[src/rtl/sbi_pkg.sv]
`timescale 1ns / 1ps
package sbi_pkg;
    localparam int SBI_COORD_WIDTH = 24;

    typedef struct packed {
        logic en;
        logic vld;
    } t_stage_ctl;
endpackage

[src/rtl/sbi_prep.sv]
`timescale 1ns / 1ps
module sbi_prep #(
    parameter int COORD_WIDTH = sbi_pkg::SBI_COORD_WIDTH
) (
    input  logic                          i_clk,
    input  logic                          i_en,
    input  logic signed [COORD_WIDTH-1:0] i_start,
    input  logic signed [COORD_WIDTH-1:0] i_end,
    input  logic signed [COORD_WIDTH-1:0] i_lo,
    input  logic signed [COORD_WIDTH-1:0] i_hi,
    output logic signed [COORD_WIDTH+1:0] o_near,
    output logic signed [COORD_WIDTH+1:0] o_far,
    output logic        [COORD_WIDTH:0]   o_d,
    output logic                          o_zero,
    output logic                          o_rej
);
    import sbi_pkg::*;

    localparam int NW = COORD_WIDTH + 2;
    localparam int DW = COORD_WIDTH + 1;

    logic signed [NW-1:0] d;
    logic signed [NW-1:0] n1;
    logic signed [NW-1:0] n2;
    logic signed [NW-1:0] n_near;
    logic signed [NW-1:0] n_far;
    logic signed [NW-1:0] d_abs;
    logic                 n_zero;
    logic                 n_rej;

    always_comb begin
        d  = NW'(i_end) - NW'(i_start);
        n1 = NW'(i_lo) - NW'(i_start);
        n2 = NW'(i_hi) - NW'(i_start);
        if (d < 0) begin
            n1    = -n1;
            n2    = -n2;
            d_abs = -d;
        end else begin
            d_abs = d;
        end
        n_near = (n1 < n2) ? n1 : n2;
        n_far  = (n1 < n2) ? n2 : n1;
        n_zero = (d == 0);
        n_rej  = n_zero && ((i_start < i_lo) || (i_start > i_hi));
    end

    always_ff @(posedge i_clk) begin
        if (i_en) begin
            o_near <= n_near;
            o_far  <= n_far;
            o_d    <= d_abs[DW-1:0];
            o_zero <= n_zero;
            o_rej  <= n_rej;
        end
    end
endmodule

[config.mk]
export PLATFORM = sky130hd
export DESIGN_NAME = sbi_prep
export DESIGN_NICKNAME = d
export VERILOG_FILES = /design/src/rtl/sbi_pkg.sv /design/src/rtl/sbi_prep.sv
export SDC_FILE = /design/constraint.sdc
export NUM_CORES = 1
export LEC_CHECK = 0
export BUFFER_PORTS_ARGS = -buffer_cell sky130_fd_sc_hd__buf_4
export CORE_MARGIN = 8
export CORE_UTILIZATION = 28
export DETAILED_ROUTE_END_ITERATION = 6
export GPL_TIMING_DRIVEN = 0
export PLACE_DENSITY = 0.45
export SETUP_SLACK_MARGIN = 0.3
export SLEW_MARGIN = 40
export SYNTH_ARGS = -nofsm -noshare
export SYNTH_HDL_FRONTEND = slang
export SYNTH_SLANG_ARGS = --single-unit
[constraint.sdc]
create_clock -name i_clk -period 18 [get_ports i_clk]
set_input_delay 3.6 -clock i_clk [delete_from_list [all_inputs] [get_ports i_clk]]
set_output_delay 3.6 -clock i_clk [all_outputs]
set_load 0.02 [all_outputs]
==> reports/qor.txt <==
Die area - 42250 um2
Initial core utilization - 28.35%
Final sum of negative setup slack - 0 ps
Max-capacitance violation count - 0
Detailed-routing iteration count for the pre-antenna-repair pass - 5
Number of CTS-inserted buffers - 9
Count of flip-flops with a built-in enable after synthesis - 79
Critical path capture point - o_near[14]
Ys flop type - sky130_fd_sc_hd__edfxtp_1
Floorplan Core Area - 35480 um2
Cell accounting for the most synthesized area - sky130_fd_sc_hd__edfxtp_1
Final setup viols - 0
Worst supply voltage drop on vdd - 0.06643 mV
Critical Path AT - 10460 ps
Via total after detailed routing - 9563
Category of the critical setup timing path - in2reg
Relative slew margins - 44.71%
Wire length per cell after detailed routing - 19.14 um
Leak - 5.244 nW
Remaining antenna violation count after routing - 0
Number of nets in the synthesized netlist - 1394
Post-layout power - 1.220 mW
Detailed placer's ending HPWL - 29.36 mm
Unique cell type count in the Yosys netlist - 94
Wire length of the first global-routing pass - 53.18 mm
Clock root buffer - sky130_fd_sc_hd__clkbuf_16
Setup repair after global routing missed its margin - false
Height of the die - 205.6 um
Share of synthesized registers carrying an async set or reset - 0%
Clock net sink count - 79
Dominant cells by area after synthesis - sky130_fd_sc_hd__edfxtp_1 (24%), sky130_fd_sc_hd__ha_1 (13%), sky130_fd_sc_hd__xnor2_1 (5.7%), sky130_fd_sc_hd__mux2i_1 (5.3%), sky130_fd_sc_hd__a21oi_1 (4.6%)
Gpl congestion - 0.8586
Hold-fix buffer count after cts - 0
Area of the mapped netlist - 10060 um2
Syn Area/Cell - 8.447 um2
Average via count per standard cell - 5.186
Pin count of the biggest net entering global routing - 80
Maximum clock frequency - 0.09629 GHz
Width of the die - 205.6 um
Most frequent cell after synthesis - sky130_fd_sc_hd__ha_1
Shortest period the worst path allows - 10390 ps
Diode count - 0
GRT Resource Usage Total - 16.35%
I/O pin count - 177
Share of the synthesized area in the top cell type - 23.58%
Register bit count reported by yosys - 79
CTS tree - yes
Type of destination of the critical path - flip-flop
Clock tree buffer depth - 2
NumNets Final - 1581
Synth top cells by count - sky130_fd_sc_hd__ha_1 (102), sky130_fd_sc_hd__nor2_1 (96), sky130_fd_sc_hd__a21oi_1 (93)
Vias in the first global route - 9582
Buffer count from post-CTS setup fixing - 0
Post-Synthesis Cells - 1191
CP required - 18070 ps
Worst Tran Pin Value - 829.4 ps
Number of standard-cell rows in the floorplan - 69
Critical path origin - i_end[0]
Proportion of synthesized chip area in sequential cells - 23.58%
Number of antenna violations at the first check in global routing - 3
1st-iter DRT viols - 475
Worst setup SP type - input pin
Fraction of layout cells with a size suffix above 1 - 18.44%
Htree depth - 3
Number of port buffers - 176
Power per standard cell area - 99.62 nW/um2
Hold Path Cell Cnt - 3
Result of the run - finished clean
Maximum net fanout on the critical path - 10
Total count of max-transition violations in the final report - 0
Area overhead of the layout relative to synthesis - 21.76%
Post-cts gate resize count - 0
Post-route clock period utilization - 57.70%
Drt drc - 0
Clock edge transition at the registers on the reported setup and hold paths - 70 ps
Hold crit path type - in2reg
Yosys warning count - 0
Number of endpoints with negative hold slack in the final report - 0
Routed Wire Length - 35.30 mm
Total overflow reported by the global router - 0
## power breakdown
| part | leakage [nW] | internal [mW] | switching (mW) |
|---|---|---|---|
| Combinational | 4.34 | 0.300 | 0.440 |
| Clock | 0.132 | 0.0928 | 0.0829 |
| Sequential | 0.772 | 0.289 | 0.0163 |
| Total | 5.24 | 0.682 | 0.539 |
## cells by family (layout without fill, tap and decap cells)
family | after synthesis | after routing | synth area share (%)
fa+ha+maj | 105 | 105 | 13.28
compound gates | 350 | 350 | 22.82
xor+xnor | 117 | 117 | 10.19
mux | 55 | 55 | 5.497
flops | 79 | 79 | 23.58
buf+inv | 121 | 313 | 5.410
simple gates | 364 | 364 | 19.23
## critical path, cell delays in order
cell and delay [ps]:
sky130_fd_sc_hd__buf_4 110, sky130_fd_sc_hd__inv_1 50, sky130_fd_sc_hd__ha_1 180, sky130_fd_sc_hd__inv_1 70
sky130_fd_sc_hd__fa_1 420, sky130_fd_sc_hd__a21oi_1 310, sky130_fd_sc_hd__o21ai_0 270, sky130_fd_sc_hd__a22o_1 330
sky130_fd_sc_hd__a31o_2 230, sky130_fd_sc_hd__o21bai_1 240, sky130_fd_sc_hd__a31o_2 270, sky130_fd_sc_hd__clkbuf_1 400
sky130_fd_sc_hd__clkbuf_1 680, sky130_fd_sc_hd__nor2_1 90, sky130_fd_sc_hd__a21oi_1 250, sky130_fd_sc_hd__inv_1 80
sky130_fd_sc_hd__ha_1 290, sky130_fd_sc_hd__o21ai_0 150, sky130_fd_sc_hd__a21oi_1 60, sky130_fd_sc_hd__o31ai_1 280
sky130_fd_sc_hd__a31oi_1 180, sky130_fd_sc_hd__o21ai_0 360, sky130_fd_sc_hd__a41oi_1 380, sky130_fd_sc_hd__inv_1 180
sky130_fd_sc_hd__buf_6 170, sky130_fd_sc_hd__clkbuf_1 620, sky130_fd_sc_hd__mux2i_1 190
## flip-flops by register name (all words and copies together) (netlist names)
signal / cells
o_d: 25
o_far: 26
o_near: 26
o_rej: 1
o_zero: 1
## cell usage in the layout, fill, tap and decap left out, drive strengths merged, types with 8 or more instances in the layout
master / count
a211o: 8
a211oi: 21
a21o: 21
a21oi: 96
a31oi: 25
and2: 16
and3: 15
buf: 193
clkbuf: 43
edfxtp: 79
ha: 102
inv: 72
mux2i: 53
nand2: 76
nand2b: 14
nand3: 20
nand4: 22
nor2: 97
nor2b: 10
nor3: 29
o2111ai: 8
o211ai: 13
o21a: 12
o21ai: 73
o21bai: 8
o31ai: 11
or3: 14
xnor2: 65
xor2: 52
## cell type report
cell class	count	area, um2
buffer	50	281.5
clock buffer	10	229.0
clock inverter	6	35.03
fill	3788	23230
inverter	71	266.5
multi-input combinational	991	7164
sequential	79	2372
tap	461	576.8
timing repair buffer	176	1325
## worst min path at each step
stage	startpoint	to	slack (ps)
2_1_floorplan	i_en	o_d[0]	3710
4_1_cts	i_start[0]	o_d[0]	3700
3_5_place_dp	o_d[8]	o_d[8]	4030
6_report	i_start[0]	o_d[0]	3720
3_3_place_gp	o_far[11]	o_far[11]	4030
5_1_grt	i_start[0]	o_d[0]	3760
## metrics by stage
| step | cell area, um2 | worst slack, ps | hold slack [ps] | std cells | utilization [%] |
|---|---|---|---|---|---|
| finish | 12250 | 7615 | 3723 | 1844 | 34.53 |
| detailed placement | 11970 | 7164 | 4029 | 1828 | 33.72 |
| global placement | 11960 | 7016 | 4029 | 1828 | 33.70 |
| CTS | 12230 | 7508 | 3701 | 1844 | 34.47 |
| floorplan | 10060 | 9075 | 3713 | 1191 | - |
| global route | 12250 | 7043 | 3755 | 1844 | 34.53 |
## metal layers
layer  global-route usage, %  part of all wire, %  up-vias
li1                        -                    -     4819
met1                   20.37                   45     4495
met2                   27.11                   46      202
met3                   4.188                  5.9       41
met4                   5.489                  2.4        6
met5                       0                 0.10        -
(Power assumes the default switching activity.)
